[src/rtl/b64e_pkg.sv]
// Shared types, constants and character lookup for the base64 stream encoder.
package b64e_pkg;

    // ASCII code of the padding character
    localparam logic [7:0] PAD_CHAR = 8'h3D;

    // Number of input bytes in one full group
    localparam logic [1:0] GROUP_BYTES = 2'd3;

    // Index of the last character of a group
    localparam logic [1:0] LAST_CHAR_IDX = 2'd3;

    // One group of up to three bytes, queued between the front and back parts
    typedef struct packed {
        logic [7:0] b0;
        logic [7:0] b1;
        logic [7:0] b2;
        logic [1:0] nbytes;     // bytes that carry data, 1..3
        logic       last_group; // group closes the message
    } group_t;

    // Map a 6-bit value onto the standard base64 alphabet
    function automatic logic [7:0] sextet_to_char(input logic [5:0] v);
        logic [7:0] c;
        begin
            if (v < 6'd26)
            begin
                c = {2'b00, v} + 8'd65;
            end
            else if (v < 6'd52)
            begin
                c = {2'b00, v} + 8'd71;
            end
            else if (v < 6'd62)
            begin
                c = {2'b00, v} - 8'd4;
            end
            else if (v == 6'd62)
            begin
                c = 8'h2B;
            end
            else
            begin
                c = 8'h2F;
            end
            return c;
        end
    endfunction

endpackage

[src/rtl/b64e_front.sv]
// Front part: collects input bytes into groups of three and hands them on.
module b64e_front
(
    input  logic               clk,
    input  logic               rst_n,
    input  logic               s_tvalid,
    output logic               s_tready,
    input  logic [7:0]         s_tdata,   // [7:0] data_byte
    input  logic               s_tlast,   // is_final
    input  logic               q_full,
    output logic               q_push,
    output b64e_pkg::group_t   q_group
);

    logic [7:0] pend0_reg;
    logic [7:0] pend0_next;
    logic [7:0] pend1_reg;
    logic [7:0] pend1_next;
    logic [1:0] cnt_reg;
    logic [1:0] cnt_next;
    logic       accept;
    logic       close_group;
    logic       two_held;

    // Take a request whenever the queue has room
    assign s_tready    = !q_full;
    assign accept      = s_tvalid && s_tready;
    assign two_held    = (cnt_reg >= 2'd2);
    assign close_group = two_held || s_tlast;
    assign q_push      = accept && close_group;

    // Assemble the group from held bytes and the new byte
    always_comb
    begin
        q_group.b0         = (cnt_reg != 2'd0) ? pend0_reg : s_tdata;
        q_group.b1         = two_held ? pend1_reg :
                             ((cnt_reg == 2'd1) ? s_tdata : 8'd0);
        q_group.b2         = two_held ? s_tdata : 8'd0;
        q_group.nbytes     = two_held ? b64e_pkg::GROUP_BYTES : (cnt_reg + 2'd1);
        q_group.last_group = s_tlast;
    end

    // Hold a byte or clear the pending state once a group leaves
    always_comb
    begin
        pend0_next = pend0_reg;
        pend1_next = pend1_reg;
        cnt_next   = cnt_reg;
        if (accept)
        begin
            if (close_group)
            begin
                pend0_next = 8'd0;
                pend1_next = 8'd0;
                cnt_next   = 2'd0;
            end
            else if (cnt_reg == 2'd0)
            begin
                pend0_next = s_tdata;
                cnt_next   = 2'd1;
            end
            else
            begin
                pend1_next = s_tdata;
                cnt_next   = 2'd2;
            end
        end
    end

    always_ff @(posedge clk or negedge rst_n)
    begin
        if (!rst_n)
        begin
            pend0_reg <= 8'd0;
            pend1_reg <= 8'd0;
            cnt_reg   <= 2'd0;
        end
        else
        begin
            pend0_reg <= pend0_next;
            pend1_reg <= pend1_next;
            cnt_reg   <= cnt_next;
        end
    end

endmodule

[src/rtl/b64e_queue.sv]
// Short group queue between the front and back parts.
module b64e_queue
#(
    parameter int DEPTH = 2
)
(
    input  logic                      clk,
    input  logic                      rst_n,
    input  logic                      push,
    input  b64e_pkg::group_t          push_group,
    output logic                      full,
    input  logic                      pop,
    output logic                      not_empty,
    output b64e_pkg::group_t          head_group
);

    localparam int PTR_W = (DEPTH > 1) ? $clog2(DEPTH) : 1;
    localparam int CNT_W = $clog2(DEPTH + 1);
    localparam logic [PTR_W-1:0] LAST_PTR = PTR_W'(DEPTH - 1);
    localparam logic [CNT_W-1:0] FULL_CNT = CNT_W'(DEPTH);

    b64e_pkg::group_t entry_reg [DEPTH];
    logic [PTR_W-1:0] wr_ptr_reg;
    logic [PTR_W-1:0] wr_ptr_next;
    logic [PTR_W-1:0] rd_ptr_reg;
    logic [PTR_W-1:0] rd_ptr_next;
    logic [CNT_W-1:0] cnt_reg;
    logic [CNT_W-1:0] cnt_next;
    logic             do_push;
    logic             do_pop;

    assign full       = (cnt_reg == FULL_CNT);
    assign not_empty  = (cnt_reg != '0);
    assign head_group = entry_reg[rd_ptr_reg];
    assign do_push    = push && !full;
    assign do_pop     = pop && not_empty;

    // Advance pointers and occupancy
    always_comb
    begin
        wr_ptr_next = wr_ptr_reg;
        rd_ptr_next = rd_ptr_reg;
        cnt_next    = cnt_reg;
        if (do_push)
        begin
            wr_ptr_next = (wr_ptr_reg == LAST_PTR) ? '0 : wr_ptr_reg + 1'b1;
        end
        if (do_pop)
        begin
            rd_ptr_next = (rd_ptr_reg == LAST_PTR) ? '0 : rd_ptr_reg + 1'b1;
        end
        if (do_push && !do_pop)
        begin
            cnt_next = cnt_reg + 1'b1;
        end
        else if (do_pop && !do_push)
        begin
            cnt_next = cnt_reg - 1'b1;
        end
    end

    always_ff @(posedge clk or negedge rst_n)
    begin
        if (!rst_n)
        begin
            wr_ptr_reg <= '0;
            rd_ptr_reg <= '0;
            cnt_reg    <= '0;
        end
        else
        begin
            wr_ptr_reg <= wr_ptr_next;
            rd_ptr_reg <= rd_ptr_next;
            cnt_reg    <= cnt_next;
        end
    end

    // Store the incoming group
    always_ff @(posedge clk)
    begin
        if (do_push)
        begin
            entry_reg[wr_ptr_reg] <= push_group;
        end
    end

endmodule

[src/rtl/b64e_back.sv]
// Back part: four characters per queued group, one per cycle unless stalled.
module b64e_back
(
    input  logic               clk,
    input  logic               rst_n,
    input  logic               q_not_empty,
    input  b64e_pkg::group_t   q_head,
    output logic               q_pop,
    output logic               m_tvalid,
    input  logic               m_tready,
    output logic [7:0]         m_tdata,   // [7:0] out_char
    output logic               m_tlast    // end_of_message
);

    b64e_pkg::group_t cur_reg;
    b64e_pkg::group_t cur_next;
    logic             cur_valid_reg;
    logic             cur_valid_next;
    logic [1:0]       idx_reg;
    logic [1:0]       idx_next;
    logic             out_valid_reg;
    logic             out_valid_next;
    logic [7:0]       out_char_reg;
    logic [7:0]       out_char_next;
    logic             out_last_reg;
    logic             out_last_next;
    logic             load_out;
    logic             emit;
    logic             group_done;
    logic [5:0]       sextet;

    assign m_tvalid = out_valid_reg;
    assign m_tdata  = out_char_reg;
    assign m_tlast  = out_last_reg;

    // Output register frees up when empty or taken this cycle
    assign load_out   = !out_valid_reg || m_tready;
    assign emit       = load_out && cur_valid_reg;
    assign group_done = emit && (idx_reg == b64e_pkg::LAST_CHAR_IDX);
    assign q_pop      = !cur_valid_reg || group_done;

    // Pick the sextet for the current character
    always_comb
    begin
        case (idx_reg)
            2'd0:    sextet = cur_reg.b0[7:2];
            2'd1:    sextet = {cur_reg.b0[1:0], cur_reg.b1[7:4]};
            2'd2:    sextet = {cur_reg.b1[3:0], cur_reg.b2[7:6]};
            default: sextet = cur_reg.b2[5:0];
        endcase
    end

    // Form the next output character and advance through the group
    always_comb
    begin
        out_valid_next = out_valid_reg;
        out_char_next  = out_char_reg;
        out_last_next  = out_last_reg;
        cur_next       = cur_reg;
        cur_valid_next = cur_valid_reg;
        idx_next       = idx_reg;
        if (load_out)
        begin
            out_valid_next = cur_valid_reg;
        end
        if (emit)
        begin
            out_char_next = (idx_reg > cur_reg.nbytes) ? b64e_pkg::PAD_CHAR :
                            b64e_pkg::sextet_to_char(sextet);
            out_last_next = cur_reg.last_group &&
                            (idx_reg == b64e_pkg::LAST_CHAR_IDX);
            idx_next      = idx_reg + 2'd1;
        end
        if (q_pop)
        begin
            cur_next       = q_head;
            cur_valid_next = q_not_empty;
            idx_next       = 2'd0;
        end
    end

    always_ff @(posedge clk or negedge rst_n)
    begin
        if (!rst_n)
        begin
            cur_valid_reg <= 1'b0;
            idx_reg       <= 2'd0;
            out_valid_reg <= 1'b0;
        end
        else
        begin
            cur_valid_reg <= cur_valid_next;
            idx_reg       <= idx_next;
            out_valid_reg <= out_valid_next;
        end
    end

    // Payload registers
    always_ff @(posedge clk)
    begin
        cur_reg      <= cur_next;
        out_char_reg <= out_char_next;
        out_last_reg <= out_last_next;
    end

endmodule

[src/rtl/base64_stream_encoder.sv]
// Top level of the base64 stream encoder: front part, group queue, back part.
//
//  Channel  Direction  Handshake          Payload
//  s_*      in         s_tvalid/s_tready  s_tdata[7:0] data_byte, s_tlast is_final
//  m_*      out        m_tvalid/m_tready  m_tdata[7:0] out_char, m_tlast end_of_message
//
// A request is taken every cycle while the group queue has room; every third
// byte, or a final byte, queues one group. The back part sends one character
// per cycle while m_tready allows, four per group. A group passes from its queue
// entry to the current-group register, then its characters to the output register.
// Reset clears the pending byte count, the queue and the output valid flag.
// A stalled output holds its character; input stalls only when the queue is full.
module base64_stream_encoder
#(
    parameter int QUEUE_DEPTH = 2
)
(
    input  logic       clk,
    input  logic       rst_n,
    input  logic       s_tvalid,
    output logic       s_tready,
    input  logic [7:0] s_tdata,   // [7:0] data_byte
    input  logic       s_tlast,   // is_final
    output logic       m_tvalid,
    input  logic       m_tready,
    output logic [7:0] m_tdata,   // [7:0] out_char
    output logic       m_tlast    // end_of_message
);

    logic                q_push;
    logic                q_full;
    b64e_pkg::group_t    new_group;
    b64e_pkg::group_t    head_group;
    logic                q_pop;
    logic                q_not_empty;

    // Group bytes into triples
    b64e_front u_front
    (
        .clk      (clk),
        .rst_n    (rst_n),
        .s_tvalid (s_tvalid),
        .s_tready (s_tready),
        .s_tdata  (s_tdata),
        .s_tlast  (s_tlast),
        .q_full   (q_full),
        .q_push   (q_push),
        .q_group  (new_group)
    );

    // Decouple grouping from character output
    b64e_queue
    #(
        .DEPTH (QUEUE_DEPTH)
    )
    u_queue
    (
        .clk        (clk),
        .rst_n      (rst_n),
        .push       (q_push),
        .push_group (new_group),
        .full       (q_full),
        .pop        (q_pop),
        .not_empty  (q_not_empty),
        .head_group (head_group)
    );

    // Serialise each group into four characters
    b64e_back u_back
    (
        .clk         (clk),
        .rst_n       (rst_n),
        .q_not_empty (q_not_empty),
        .q_head      (head_group),
        .q_pop       (q_pop),
        .m_tvalid    (m_tvalid),
        .m_tready    (m_tready),
        .m_tdata     (m_tdata),
        .m_tlast     (m_tlast)
    );

endmodule
[config.mk]
export PLATFORM = sky130hd
export DESIGN_NAME = base64_stream_encoder
export DESIGN_NICKNAME = d
export VERILOG_FILES = /design/src/rtl/b64e_pkg.sv /design/src/rtl/b64e_front.sv /design/src/rtl/b64e_queue.sv /design/src/rtl/b64e_back.sv /design/src/rtl/base64_stream_encoder.sv
export SDC_FILE = /design/constraint.sdc
export NUM_CORES = 1
export LEC_CHECK = 0
export BUFFER_PORTS_ARGS = -buffer_cell sky130_fd_sc_hd__buf_2
export CAP_MARGIN = 20
export CORE_UTILIZATION = 57
export CTS_BUF_LIST = sky130_fd_sc_hd__clkbuf_8
export CTS_CLUSTER_SIZE = 10
export DETAILED_ROUTE_END_ITERATION = 10
export PLACE_DENSITY = 0.75
export SETUP_SLACK_MARGIN = 0.2
export SLEW_MARGIN = 10
export SYNTH_ARGS = -nofsm -noshare
export SYNTH_HDL_FRONTEND = slang
export SYNTH_SLANG_ARGS = --single-unit
[constraint.sdc]
create_clock -name clk -period 3.9 [get_ports clk]
set_input_delay 0.78 -clock clk [delete_from_list [all_inputs] [get_ports clk]]
set_output_delay 0.78 -clock clk [all_outputs]
set_load 0.01 [all_outputs]
Word-level counts from Yosys, hierarchy flattened
Memory sizes are Yosys's and may differ from the RTL's. A register that Yosys moved wholly into a read port is not among the register bits. Index checks and enable logic that the tools add are counted.

Add/sub/neg operators: 9. Magnitude comparators: 5. Equal/unequal tests: 7. Mux-type cells: 24. Reduce and logical (&&, ||, !) cells: 26.

Operator list (number): $mux W8 (11); $pmux W6 S3 (1); $add A6 B7 Y8 const B (2); $mux W2 (7); $lt A6 B6 Y1 const B (2); $reduce_bool A2 Y1 (5); $logic_and A1 B1 Y1 (9); $sub A6 B3 Y7 const B (1); $add A2 B1 Y2 const B (3); $eq A2 B2 Y1 const B (3); $eq A6 B6 Y1 const B (1); $lt A6 B5 Y1 const B (1); $logic_not A1 Y1 (5); $eq A2 B1 Y1 const B (2); $logic_not A2 Y1 (2); $mux W1 (4); $reduce_and A2 Y1 (2); $logic_or A1 B1 Y1 (3); $mux W3 (1); $add A1 B1 Y1 const B (2); $ge A2 B2 Y1 const B (1); $gt A2 B2 Y1 (1); $ne A2 B1 Y1 const B (1); $sub A2 B1 Y2 const B (1).

Flip-flop bits (word level): 35. RAM bits: 54. Bits of input ports: 13. Output and inout port bits: 11. Logic and storage cells: 83. Memories: 1.

Memories: u_queue.entry_reg (depth 2, width 27, rd ports 1, clocked after Yosys merged registers in 1, write ports 1, line b64e_queue.sv:22) `b64e_pkg::group_t entry_reg [DEPTH];`.

Depth between registers and ports, before layout
Gate-level depths: netlist of run 1.

Depth after elaboration: 9. Gate-level depth with buffers: 10. Gate-level depth less buffers: 10.

Hierarchy
A second synthesis of run 1 with hierarchy kept.

Cells, all modules: 367. Area total of the unflattened synthesis: 5315.1 sq um.

By module, submodules not included: b64e_queue (instances 1, cells each 103, area an instance 2248.4 sq um, sequential area each 1721.7 sq um); b64e_back (instances 1, cells each 135, area an instance 1886.8 sq um, sequential area each 1181.1 sq um); b64e_front (instances 1, cells each 129, area an instance 1179.9 sq um, sequential area each 450.4 sq um).

Least setup slack after synthesis of run 1
No wires, ideal clock.

Path kind: input -> register. From: input port s_tvalid. To: memory u_queue.entry_reg[0][0] in the netlist's numbering (enable). Setup time: 0.414 ns. Arrival: 2.477 ns. Data required time: 3.486 ns. Path slack: 1.009 ns. Stages on the path: 3. Path buffers: 0. Cell sequence: and2_1 -> nor2b_1 -> nor2b_1.

Longest elaborated chain between the ends: 5.

RTL lines: start: declaration (line base64_stream_encoder.sv:20) `input logic s_tvalid,`; $logic_and A1 B1 Y1 (line b64e_front.sv:27) `assign accept = s_tvalid && s_tready;`; $logic_and A1 B1 Y1 (line b64e_front.sv:30) `assign q_push = accept && close_group;`; $logic_and A1 B1 Y1 (line b64e_queue.sv:35) `assign do_push = push && !full;`; net u_queue.do_push (line b64e_queue.sv:29) `logic do_push;`; $mux W1 (line b64e_queue.sv:81) `if (do_push)`; $mux W1 (implied by the code) (line b64e_queue.sv:83) `entry_reg[wr_ptr_reg] <= push_group;`; end: declaration (line b64e_queue.sv:22).

The timed path passes the listed nets, and every way through them passes these cells.

Worst setup path in the final report of run 1
From: register u_back.idx_reg[0]. To: register u_back.out_char_reg[3], in the netlist u_back.m_tdata[3] (data pin).

Longest elaborated chain between the ends: 6. Elaborated cells on any way between the ends: 14. Classes of those cells: add/sub: 3; order compare: 4; eq/ne: 2; mux: 4; reduce/logical: 1.

RTL lines: start: declaration (line b64e_back.sv:19) `logic [1:0] idx_reg;`; start signal: assignment (line b64e_back.sv:93) `idx_reg <= idx_next;`; $eq A2 B2 Y1, or another cell as far along (line b64e_back.sv:45) `case (idx_reg)`; $pmux W6 S3 (line b64e_back.sv:45); $sub A6 B3 Y7 / $lt A6 B6 Y1 (equally long branches) (line b64e_pkg.sv:36, b64e_pkg.sv:34); $mux W8 (line b64e_pkg.sv:34) `else if (v < 6'd62)`; $mux W8 (line b64e_pkg.sv:30) `else if (v < 6'd52)`; $mux W8 (line b64e_pkg.sv:26) `if (v < 6'd26)`; end signal: assignment (line b64e_back.sv:102) `out_char_reg <= out_char_next;`; end: declaration (line b64e_back.sv:23) `logic [7:0] out_char_reg;`.

Parallel ways exist; a longest one is shown, timed or not. A chain may end at the register's enable or synchronous reset.

==> impl_metrics.json, run 1 <==
{
  "power-per-cell-area_nw_per_um2": 885.2,
  "drcViolationCount": 0,
  "insertion_delay_ns": 0.42,
  "die_x_um": 95.58,
  "maxCapViolCount": 0,
  "cts.path.max_buffers": 2,
  "clock_sinks": 116,
  "outcome": "finished clean",
  "cts.root.buffer_cell": "clkbuf_8",
  "die_h_um": 95.58,
  "synth_area_um2": 4991,
  "clkPwrFrac_pct": 21.8,
  "fin_crit_sh_pct": 66.41,
  "yosysTopAreaCell": "edfxtp_1",
  "dp_hpwl_um": 5746,
  "comb_power_share_pct": 36.9,
  "wl_met2_um": 4379,
  "ys_async_sr_fraction_pct": 22.41,
  "synth_edf_count": 90,
  "dr.pass1.iters": 4,
  "grt_max_degree": 31,
  "yosysUniqueCellTypes": 50,
  "ant_nets": 0,
  "tns_ns": 0,
  "wl_met3_um": 343,
  "grt_pass1_vias": 2862,
  "cts_tree": "yes",
  "syn_to_final_growth_pct": 12.99,
  "setup_slack_ns": 1.310,
  "diodes": 0,
  "h-tree-depth": 4,
  "yosys.area.top_type_share_pct": 54.15,
  "largest_register_ffs": 54,
  "setup-violations-final": 0,
  "numCtsBuffers": 17,
  "fp.coreArea_um2": 8341,
  "post-route-min-period_ns": 2.590,
  "arrival_ns": 2.75,
  "routed_wl_um": 8570,
  "io_pins": 24,
  "start_util_pct": 59.84,
  "criticalPathCategory": "reg -> reg",
  "p_sw_share_pct": 34.41,
  "pre_cts_slack_ns": 1.257,
  "ys_warn_count": 0,
  "reg2reg_to": "u_back.m_tdata[3]",
  "crit_fanout": 15,
  "p_sw_uw": 1718,
  "avgSynthCellArea_um2": 14.55,
  "grt_overflow": 0,
  "p_seq_share_pct": 41.2,
  "synth_seq_cells": 116,
  "top_layer": "met4",
  "seq_area_frac_synth_pct": 67.18,
  "grt_pass1_wl_um": 13760,
  "hold_viol_final": 0,
  "met1Wirelength_um": 3698,
  "wl_per_cell_um": 17.21,
  "cts_hold_buf": 0,
  "drtIter0Drc": 136,
  "peakVddDrop_mv": 0.5161,
  "internal-power_uw": 3274,
  "layout.nets": 404,
  "syn-num-nets": 367,
  "yosysMostFrequentCell": "edfxtp_1",
  "synth_flop_cell": "edfxtp_1",
  "synth.area.top_cells": "edfxtp_1 54%, dfrtp_1 13%, mux2_2 8.1%",
  "grt_usage_pct": 21.21,
  "drive_above_1_share_pct": 28.24,
  "r2r_slack_ns": 1.31,
  "fmax_mhz": 386.1,
  "rr_worst_depth": 9,
  "cp-end-kind": "flip-flop",
  "port_buffers": 23,
  "vias_per_cell": 5.598,
  "reg2reg_from": "u_back.idx_reg[0]",
  "fin_worst_skew_ns": 0.008221,
  "slew_headroom_pct": 50.66,
  "synthCells": 343,
  "postCtsSetupRepairBufs": 0,
  "worstSetupStartpointType": "flip-flop",
  "worst_slew_pin_slew_ns": 0.7386,
  "leakage_uw": 0.002123,
  "rows": 33,
  "required_ns": 4.06,
  "place.gp.congestion": 0.8794,
  "yosys-top-cells-count": "90 x edfxtp_1, 36 x mux2_2, 34 x nand2_1",
  "antenna_found_initial": 0,
  "cts.repair.resized": 0,
  "clkTransAtPathRegs_ns": 0.07,
  "slew_violations": 0,
  "vias": 2788,
  "min_path_type": "in -> async",
  "dieArea_um2": 9135,
  "rsz0062_at_grt": "false"
}
per-stage QoR:
stage                     cells  power [uW]  utilization (%)  hold slack, ns  instance area (um2)
after floorplan             343        3449                -          0.4444                 4991
after global placement      464        3847            62.42          0.4598                 5206
after detailed placement    465        3926            62.75          0.4659                 5234
after CTS                   497        5031            67.52          0.3551                 5632
after global routing        498        5306            67.61          0.3844                 5639
final                       498        4992            67.61          0.3646                 5639
per-layer routing:
layer / track usage [%] / vias to the layer above
met3: 6.380 / 12
li1: - / 1351
met2: 35.48 / 64
met1: 25.84 / 1361
met5: 0 / -
met4: 8.333 / 0
how the worst max path moves through the flow:
stage | start | to | slack [ns] | cells past startpoint
2_1_floorplan | s_tvalid | u_queue.entry_reg[0][0] | 1.01 | 3
3_3_place_gp | m_tready | u_queue.cnt_reg[1] | 1.36 | 10
3_5_place_dp | u_front.cnt_reg[1] | u_front.pend1_reg[6] | 1.26 | 4
4_1_cts | u_front.cnt_reg[1] | u_front.pend1_reg[2] | 1.26 | 4
5_1_grt | u_back.idx_reg[0] | u_queue.cnt_reg[1] | 1.06 | 9
6_report | u_back.idx_reg[0] | u_back.m_tdata[3] | 1.31 | 9
power by group through the flow:
| stage | clock (uW) | combinational, uW | sequential, uW |
|---|---|---|---|
| 2_1_floorplan | 0 | 1430 | 2020 |
| 3_3_place_gp | 0 | 1750 | 2100 |
| 3_5_place_dp | 0 | 1840 | 2080 |
| 4_1_cts | 1120 | 1850 | 2060 |
| 5_1_grt | 1170 | 2040 | 2100 |
| 6_report | 1090 | 1840 | 2060 |
critical path: stages, from the launching register on:
cell,delay (ns)
dfrtp_1,0.41
inv_1,0.11
ha_1,0.28
a222oi_1,0.47
mux2i_4,0.24
ha_1,0.28
nand2_1,0.12
a31oi_4,0.14
nor3_1,0.24
a41oi_2,0.05
layout make-up:
| type | instances | area [um2] |
|---|---|---|
| multi-input cells | 201 | 1519 |
| fillers | 590 | 2701 |
| flip-flops and latches | 116 | 3353 |
| repair buffers | 28 | 172.7 |
| inverters | 16 | 65.06 |
| clock inverters | 15 | 163.9 |
| clock buffers | 17 | 234.0 |
| well taps | 105 | 131.4 |
cells in the final DEF, fill, tap and decap left out, types with 3 or more instances in the layout:
master and n:
nand3_1 3, a222oi_1 4, nand2_1 34, dfrtp_1 26, clkinv_2 6, and2_1 14
xnor2_1 5, clkinvlp_4 3, edfxtp_1 90, mux2_2 36, a21oi_1 5, nand2b_1 4
bufinv_16 3, inv_1 15, clkbuf_8 17, nor3_1 3, xor2_1 3, o21ai_1 3
ha_1 11, buf_2 23, o21ai_0 21, nor2_1 12, a22o_1 9, buf_4 4
cells by family (layout without fill, tap and decap cells):
family | after synthesis | after routing | share of synthesized area (%)
fa+ha+maj | 11 | 11 | 2.758
compound gates | 62 | 62 | 9.175
other cells | 1 | 1 | 0.07513
buf+inv | 26 | 76 | 2.432
flops | 116 | 116 | 67.18
xor+xnor | 8 | 8 | 1.404
mux | 39 | 39 | 9.326
simple gates | 80 | 80 | 7.646
Note: power is estimated with default switching activity, not from simulation.
==> run 2: changes to the inputs <==
Settings changed: ABC_AREA from default to 1, PLACE_DENSITY 0.75 to 0.78.
Clock period 3.9 ns to 2.1 ns, I/O delays scaled along.
==> run 2 against run 1 <==
The flow now finishes with violations (setup timing). Non-clock buffer count rose by 31. Cell count rose by 36%. Sequential share of layout area fell by 6.1 points. Sequential power rose by 92%. Clock skew fell by 0.0015 ns. Critical path type unchanged. Largest cell class unchanged.
==> impl_metrics.json, run 2 <==
{
  "slew_headroom_pct": 43.18,
  "required_ns": 2.28,
  "ant_nets": 0,
  "yosysTopAreaCell": "edfxtp_1",
  "die_h_um": 96.64,
  "synth.area.top_cells": "edfxtp_1 53%, dfrtp_1 13%, nand2_1 13%",
  "peakVddDrop_mv": 0.8322,
  "fin_crit_sh_pct": 100.8,
  "worst_slew_pin_slew_ns": 0.8491,
  "arrival_ns": 2.30,
  "h-tree-depth": 4,
  "syn_to_final_growth_pct": 23.09,
  "hold_viol_final": 0,
  "setup-violations-final": 2,
  "yosysMostFrequentCell": "nand2_1",
  "place.gp.congestion": 0.8466,
  "finalNonFillerCells": 678,
  "cts.path.max_buffers": 2,
  "fin_total_pwr_uw": 11240,
  "outcome": "complete, but fails checks",
  "rr_worst_depth": 14,
  "rows": 34,
  "setup_slack_ns": -0.01631,
  "whs_ns": 0.02093,
  "yosys.area.top_type_share_pct": 52.94,
  "r2r_slack_ns": -0.02,
  "drive_above_1_share_pct": 26.67,
  "insertion_delay_ns": 0.42,
  "rsz0062_at_grt": "true",
  "ys_async_sr_fraction_pct": 22.41,
  "synth_flop_cell": "edfxtp_1",
  "cts_tree": "yes",
  "grt_overflow": 0,
  "post-route-min-period_ns": 2.116,
  "power-per-cell-area_nw_per_um2": 1788,
  "fmax_mhz": 472.5,
  "ys_warn_count": 0,
  "dp_hpwl_um": 6767,
  "crit_fanout": 6,
  "cts_hold_buf": 0,
  "synth_seq_cells": 116,
  "synth_area_um2": 5105,
  "grt_usage_pct": 24.33,
  "routed_wl_um": 10860,
  "final.fill_count": 589,
  "antenna_found_initial": 0,
  "tns_ns": -0.01710,
  "start_util_pct": 58.82,
  "drcViolationCount": 0,
  "yosys-top-cells-count": "170 x nand2_1, 90 x edfxtp_1, 53 x inv_1",
  "final_util_pct": 72.40,
  "synthCells": 488,
  "seq_area_frac_synth_pct": 65.69,
  "die_x_um": 96.64,
  "avgSynthCellArea_um2": 10.46,
  "layout.nets": 581,
  "wl_per_cell_um": 16.02,
  "syn-num-nets": 512,
  "mostFrequentLayoutCells": "161 x nand2_1, 90 x edfxtp_1, 52 x inv_1, 26 x buf_4, 25 x o21ai_0",
  "dr.pass1.iters": 5,
  "grt_pass1_vias": 3621,
  "numCtsBuffers": 17,
  "fin_worst_skew_ns": 0.006718,
  "slew_violations": 0,
  "fp.coreArea_um2": 8678,
  "clock_sinks": 116,
  "vias": 3631,
  "reg2reg_from": "u_back.idx_reg[0]",
  "dp_cells": 625,
  "final_common_cell": "nand2_1",
  "vias_per_cell": 5.355,
  "worstSetupStartpointType": "flip-flop",
  "violations": "setup timing",
  "grt_max_degree": 29,
  "synth_edf_count": 90,
  "cts.root.buffer_cell": "clkbuf_8",
  "grt_pass1_wl_um": 17460,
  "min_path_type": "in -> async",
  "drtIter0Drc": 187,
  "io_pins": 24,
  "clkTransAtPathRegs_ns": 0.07,
  "maxCapViolCount": 0,
  "cp-end-kind": "flip-flop",
  "leakage_uw": 0.002737,
  "port_buffers": 23,
  "yosysUniqueCellTypes": 37,
  "criticalPathCategory": "reg -> reg",
  "reg2reg_to": "u_back.m_tdata[2]",
  "diodes": 0,
  "largest_register_ffs": 54,
  "dieArea_um2": 9338
}
[run 2: cell types whose count changed after synthesis, moves of 4 or more]
cell      before  now
nor2_1        12   28
nand3_1        3   13
o22ai_1        0    8
a222oi_1       4    0
mux2_2        36    0
nand2_2        1    5
o21ai_0       21   28
and2_1        14    0
inv_2          1    6
nand2_1       34  170
nand2b_1       4    0
inv_1         14   53
a22o_1         9    0
[run 2: cell families (layout without fill, tap and decap cells)]
logic type | Yosys count | after routing | share of synthesized area (%)
and+or+nand+nor | 230 | 230 | 18.95
DFF | 116 | 116 | 65.69
buffers and inverters | 71 | 153 | 5.490
AOI/OAI and AO/OA | 53 | 53 | 6.079
adders and majority gates | 11 | 11 | 2.696
xor gates and xnor gates | 6 | 6 | 1.029
other | 1 | 1 | 0.07346
[run 2: worst max-delay path by stage]
stage	slack [ns]	startpoint	to	cells past startpoint
3_5_place_dp	-0.10	u_back.idx_reg[1]	u_back.m_tdata[4]	14
5_1_grt	-0.1	u_back.idx_reg[0]	u_back.m_tdata[2]	14
3_3_place_gp	0.02	u_back.idx_reg[1]	u_back.m_tdata[1]	14
4_1_cts	0.08	u_back.idx_reg[1]	u_back.m_tdata[4]	12
2_1_floorplan	-0.1	u_back.idx_reg[1]	u_queue.cnt_reg[1]	9
6_report	-0.02	u_back.idx_reg[0]	u_back.m_tdata[2]	14
[run 2: routing by layer]
layer  vias up  track usage (%)  wire length [um]
met1      1726            27.51              4264
met4         0            12.63               461
li1       1735                -                 -
met3        36            5.419               481
met5         -                0                 0
met2       134            43.01              5654
[run 2: per-stage QoR]
step / setup slack, ns / cell area, um2
floorplan: -0.09668 / 5137
global placement: 0.01860 / 5484
detailed placement: -0.1030 / 5484
CTS: 0.08351 / 6182
global route: -0.09501 / 6284
finish: -0.01631 / 6284
[run 2: critical path: stages, from the launching register on]
cell	delay [ns]
dfrtp_1	0.43
buf_6	0.13
ha_4	0.16
clkinvlp_4	0.21
nor2_4	0.22
nor2_8	0.06
buf_6	0.12
inv_4	0.05
nand2_4	0.05
nand2_4	0.08
nand3_1	0.12
nand2_2	0.10
inv_2	0.03
nand2_2	0.05
nand2_1	0.05
[run 2: power by group]
| group | internal [uW] | switching [uW] | leakage [uW] |
|---|---|---|---|
| Combinational | 2070 | 3170 | 0.00135 |
| Sequential | 3630 | 324 | 0.00117 |
| Clock | 1180 | 869 | 0.000211 |
[run 2: layout make-up]
cell class | count | area, um2 | share of cell area [%]
Clock buffer | 18 | 247.7 | 3.943
Timing Repair Buffer | 59 | 449.2 | 7.149
Inverter | 61 | 239.0 | 3.803
Multi-Input combinational cell | 301 | 1702 | 27.08
Tap cell | 108 | 135.1 | 2.151
Clock inverter | 14 | 147.6 | 2.350
Sequential cell | 116 | 3356 | 53.41
Timing Repair inverter | 1 | 7.507 | 0.1195
[run 2: what timing repair did]
item,CTS,global route
pin swaps,16,12
resized for setup,40,24
setup buffers,17,3
hold endpoints to repair,0,0
endpoints found under the setup margin,8,89
cloned,1,0
